$ cat src/bmf_pkg.sv
package bmf_pkg;

	localparam int MAX_WIDTH  = 1024;
	localparam int MAX_HEIGHT = 1024;
	localparam int MAX_RADIUS = 7;
	localparam int LINE_COUNT = 16;

	localparam int COL_BITS  = $clog2(MAX_WIDTH);
	localparam int LINE_BITS = $clog2(LINE_COUNT);
	localparam int ADDR_BITS = LINE_BITS + COL_BITS;
	localparam int DIM_BITS  = 11;
	localparam int RAD_BITS  = 3;
	localparam int CNT_BITS  = 21;
	localparam int SUM_BITS  = 16;
	localparam int NUM_BITS  = 17;
	localparam int DEN_BITS  = 9;
	localparam int POS_BITS  = 13;

	// radius limit from the line store depth and the radius range
	localparam int R_LINE = (LINE_COUNT - 2) / 2;
	localparam int R_CAP  = (MAX_RADIUS < R_LINE) ? MAX_RADIUS : R_LINE;

	// register indexes
	localparam logic [1:0] REG_WIDTH  = 2'd0;
	localparam logic [1:0] REG_HEIGHT = 2'd1;
	localparam logic [1:0] REG_RADIUS = 2'd2;

	localparam logic REQ_PIXEL = 1'b0;
	localparam logic REQ_DRAIN = 1'b1;

	typedef logic [ADDR_BITS-1:0] mem_addr_t;

	// reflect-101 about the frame borders
	function automatic logic [COL_BITS-1:0] reflect101(
		input logic signed [POS_BITS-1:0] i,
		input logic [DIM_BITS-1:0] n
	);
		logic signed [POS_BITS-1:0] v;
		logic signed [POS_BITS-1:0] ns;
		ns = $signed({{(POS_BITS-DIM_BITS){1'b0}}, n});
		v = i;
		if (v < 0) v = -v;
		if (v >= ns) v = POS_BITS'(2 * (ns - 1) - v);
		if (v < 0) v = '0;
		if (v >= ns) v = POS_BITS'(ns - 1);
		return v[COL_BITS-1:0];
	endfunction

endpackage

$ cat src/bmf_div.sv
module bmf_div
	import bmf_pkg::*;
(
	input  logic                clk,
	input  logic                arst_n,
	input  logic                start,
	input  logic [NUM_BITS-1:0] num,
	input  logic [DEN_BITS-1:0] den,
	output logic                busy,
	output logic [7:0]          quot
);
	logic [NUM_BITS:0] rem_q;
	logic [DEN_BITS-1:0] den_q;
	logic [2:0] k_q;
	logic [NUM_BITS+DEN_BITS:0] trial;

	assign trial = {{(NUM_BITS+1){1'b0}}, den_q} << k_q;

	// one quotient bit per cycle, msb first
	always_ff @(posedge clk or negedge arst_n) begin
		if (!arst_n) begin
			busy <= 1'b0;
			k_q  <= '0;
		end else if (start) begin
			busy <= 1'b1;
			k_q  <= 3'd7;
		end else if (busy) begin
			if (k_q == 3'd0) busy <= 1'b0;
			k_q <= k_q - 3'd1;
		end
	end

	always_ff @(posedge clk) begin
		if (start) begin
			rem_q <= {1'b0, num};
			den_q <= den;
			quot  <= '0;
		end else if (busy) begin
			if ({{DEN_BITS{1'b0}}, rem_q} >= trial) begin
				rem_q <= rem_q - trial[NUM_BITS:0];
				quot[k_q] <= 1'b1;
			end
		end
	end
endmodule

$ cat config.mk
export PLATFORM = sky130hd
export DESIGN_NAME = bmf_div
export DESIGN_NICKNAME = d
export VERILOG_FILES = /design/src/bmf_pkg.sv /design/src/bmf_div.sv
export SDC_FILE = /design/constraint.sdc
export NUM_CORES = 1
export LEC_CHECK = 0
export ABC_AREA = 1
export BUFFER_PORTS_ARGS = -buffer_cell sky130_fd_sc_hd__buf_2
export CELL_PAD_IN_SITES_DETAIL_PLACEMENT = 1
export CELL_PAD_IN_SITES_GLOBAL_PLACEMENT = 1
export CORE_MARGIN = 1.5
export CORE_UTILIZATION = 38
export CTS_CLUSTER_DIAMETER = 100
export DETAILED_ROUTE_END_ITERATION = 10
export PLACE_DENSITY = 0.76
export SETUP_SLACK_MARGIN = 0.4
export SYNTH_ARGS = -nofsm -noshare
export SYNTH_HDL_FRONTEND = slang
export SYNTH_SLANG_ARGS = --single-unit
$ cat constraint.sdc
create_clock -name clk -period 3.2 [get_ports clk]
set_input_delay 0.64 -clock clk [delete_from_list [all_inputs] [get_ports clk]]
set_output_delay 0.64 -clock clk [all_outputs]
set_load 0.05 [all_outputs]
==> out/qor.csv <==
stage,metric,value,unit
synth,yosys_warnings,0,
sta,rsz0062_at_grt,true,
clock_network,cts_hold_buf,0,
sta,relSlewSlack,70.5,%
synth,synth_edf_count,26,
setup_path,path_class,flop to flop,
sta,hold_violations,0,
synth,avgSynthCellArea,7.05,sq um
setup_path,crit_fanout,8,
synth,synthFlopType,edfxtp_1,
floorplanning,rows,31,
sta,finalSetupViolCount,0,
clock_network,cts_tree,built,
cells_and_area,final_cell_mix,"nand2_1, inv_1, buf_2",
floorplanning,die_x,89.9,microns
cells_and_area,diodes,0,
clock_network,cts_buffers,5,
global_route,first_global_vias,3016,
sta,final.setup.worst_slack,0.345,ns
synth,synth_nets,455,
synth,synthesis.area,2870,sq um
floorplanning,core_area,7290,sq um
clock_network,clock_sinks,39,
cells_and_area,area_growth,30.2,%
floorplanning,die_y,89.9,microns
sta,fmax,0.350,GHz
detailed_routing,initialDrtViolationCount,89,
detailed_routing,drt-total-wl,9.36,mm
detailed_routing,ant_nets,0,
cells_and_area,drive_gt1_share,28.1,%
sta,fin_crit_sh,89.2,%
synth,synth_top_area_share,27.2,%
outcome,status,completed,
global_route,overflow,0,
cells_and_area,fin_nets,514,
run,maxCapViolCount,0,
placed_design,place_ws,0.0216,ns
synth,synth_cell_types,37,
detailed_routing,dr.pass1.iters,4,
setup_path,cp.arrival,2.89,ns
global_route,grt_pass1_wl,14.7,mm
setup_path,required,3.24,ns
floorplanning,initial_core_util,39.3,%
detailed_routing,drt-vias-per-instance,5.06,
placed_design,port_buffers,37,
cells_and_area,fillers,963,
clock_network,insertion_delay,0.31,ns
floorplanning,die-area,8080,sq um
sta,drv_slew,0,
global_route,grt_max_degree,42,
detailed_routing,wire_per_inst,16.5,microns
sta,fin_setup_tns,0,ns
setup_path,end_kind,flop,
power_and_ir_drop,ir_drop,0.419,mV
sta,fin_skew,0.0115,ns
clock_network,clockBufferDepth,2,
synth,synth-seq-cells,39,
synth,yosysSeqAreaShare,37.0,%
detailed_routing,vias,2862,
cells_and_area,final_common_cell,nand2_1,
global_route,track_usage,22.9,%
sta,min_period,2.85,ns
power_and_ir_drop,pwr_density_cell,888,nW/um^2
power_and_ir_drop,p_leak,0.00175,uW
floorplanning,io_pins,38,
synth,synthArstFlopShare,10.3,%
placed_design,hpwl,6.67,mm
synth,synth.area.top_cells,"edfxtp_1, nand2_1, ha_1, inv_1, dfxtp_1",
setup_path,r2r_end,rem_q[8],
setup_path,r2r_cells,16,
setup_path,ff2ff_setup_slack,0.35,ns
setup_path,reg2reg_from,k_q[0],
sta,worstMarginPinSlew,0.443,ns
cells_and_area,seq_area,1060,sq um
placed_design,gp_congestion,0.860,
synth,synth_top_area_cell,edfxtp_1,
synth,syn_inst,407,
detailed_routing,drc,0,
clock_network,cts_root_buffer,clkbuf_8,
cells_and_area,multi_input_area,1770,sq um
setup_path,startpoint_type,flop,
min_path,hold_class,input port to asynchronous set/reset pin,
clock_network,cts.reportedPaths.clkPinSlew,0.09,ns
global_route,antenna_found_initial,0,
clock_network,htreeDepth,2,
==> kinds of logic after synthesis <==
| kind of cell | Yosys count | share of synthesized area, % |
|---|---|---|
| and+or+nand+nor | 209 | 30.6 |
| buffers and inverters | 70 | 9.77 |
| AOI/OAI and AO/OA | 66 | 12.8 |
| DFF | 39 | 37.0 |
| adders and majority gates | 19 | 8.55 |
| xor gates and xnor gates | 3 | 0.916 |
| muxes | 1 | 0.349 |
==> layout make-up <==
cell class                      count  area share [%]
Sequential cell                    39            28.5
Timing Repair Buffer               63            11.8
Clock inverter                      2           0.369
Inverter                           59            6.03
Tap cell                           99            3.32
Clock buffer                        6            2.51
Multi-Input combinational cell    298            47.5
==> state kept, by name, summed over array words and instances (netlist names) <==
| name | flops |
|---|---|
| quot | 8 |
| rem_q | 18 |
| busy | 1 |
| den_q | 9 |
| k_q | 3 |
==> through the flow <==
step	cell area, sq um	utilization, %	hold WS, ns	std cells	power, uW
after floorplan	2880	-	0.344	407	2040
after detailed placement	3230	44.3	0.444	545	2510
after CTS	3410	46.7	0.120	559	2990
after global placement	3230	44.3	0.433	545	2440
final	3730	51.2	0.128	566	3320
after global routing	3730	51.2	0.117	566	3590
==> how the worst max path moves through the flow <==
stage / start / endpoint / slack [ns] / depth (start not counted)
global placement: k_q[1] / rem_q[6] / 0.04 / 12
global route: k_q[0] / rem_q[8] / 0.20 / 16
detailed placement: k_q[1] / rem_q[16] / 0.02 / 12
floorplan: k_q[0] / rem_q[0] / 0.57 / 15
finish: k_q[0] / rem_q[8] / 0.35 / 16
CTS: k_q[0] / rem_q[16] / 0.40 / 13
==> worst max-delay path, stage by stage (launching register included) <==
cell	delay, ns
dfrtp_2	0.48
clkbuf_16	0.18
nand2_1	0.05
o21ai_0	0.12
nand2_1	0.11
o21ai_2	0.09
o21ai_1	0.10
ha_1	0.36
nand2_2	0.10
inv_2	0.09
nand2_2	0.06
nor2_1	0.09
nand2_1	0.07
nand3_2	0.08
nand2_2	0.08
a31oi_4	0.31
clkbuf_16	0.23
==> layer usage <==
| metal | GRT usage (%) | up-vias | routed length, microns |
|---|---|---|---|
| li1 | - | 1438 | - |
| met1 | 27.5 | 1364 | 4100 |
| met2 | 41.2 | 51 | 4860 |
| met3 | 4.74 | 9 | 306 |
| met4 | 6.35 | 0 | 100 |
| met5 | 0 | - | 0 |
==> cells in the mapped netlist (all sizes together), types with 2 or more instances <==
cell type and number:
edfxtp 26, o21bai 3, a21oi 23, nor2 36
or2 2, o21ai 26, ha 18, dfxtp 9
a31oi 5, a21o 3, inv 57, nand2 126
clkinv 2, nand3 36, buf 8, xnor2 2
o22ai 3, nor3 6, and2 2, clkbuf 3
dfrtp 4
==> power by group <==
group	internal, uW	switching (uW)
combinational	834	1240
sequential	728	107
clock	201	208
==> what timing repair did <==
action                                  in CTS  in global routing
endpoints found under the setup margin      29                 34
gates resized for setup                      6                 60
cloned                                       0                  2
buffers inserted                             6                  5
pin swaps                                    2                 13
No activity file was read; power rests on OpenSTA's default activity.
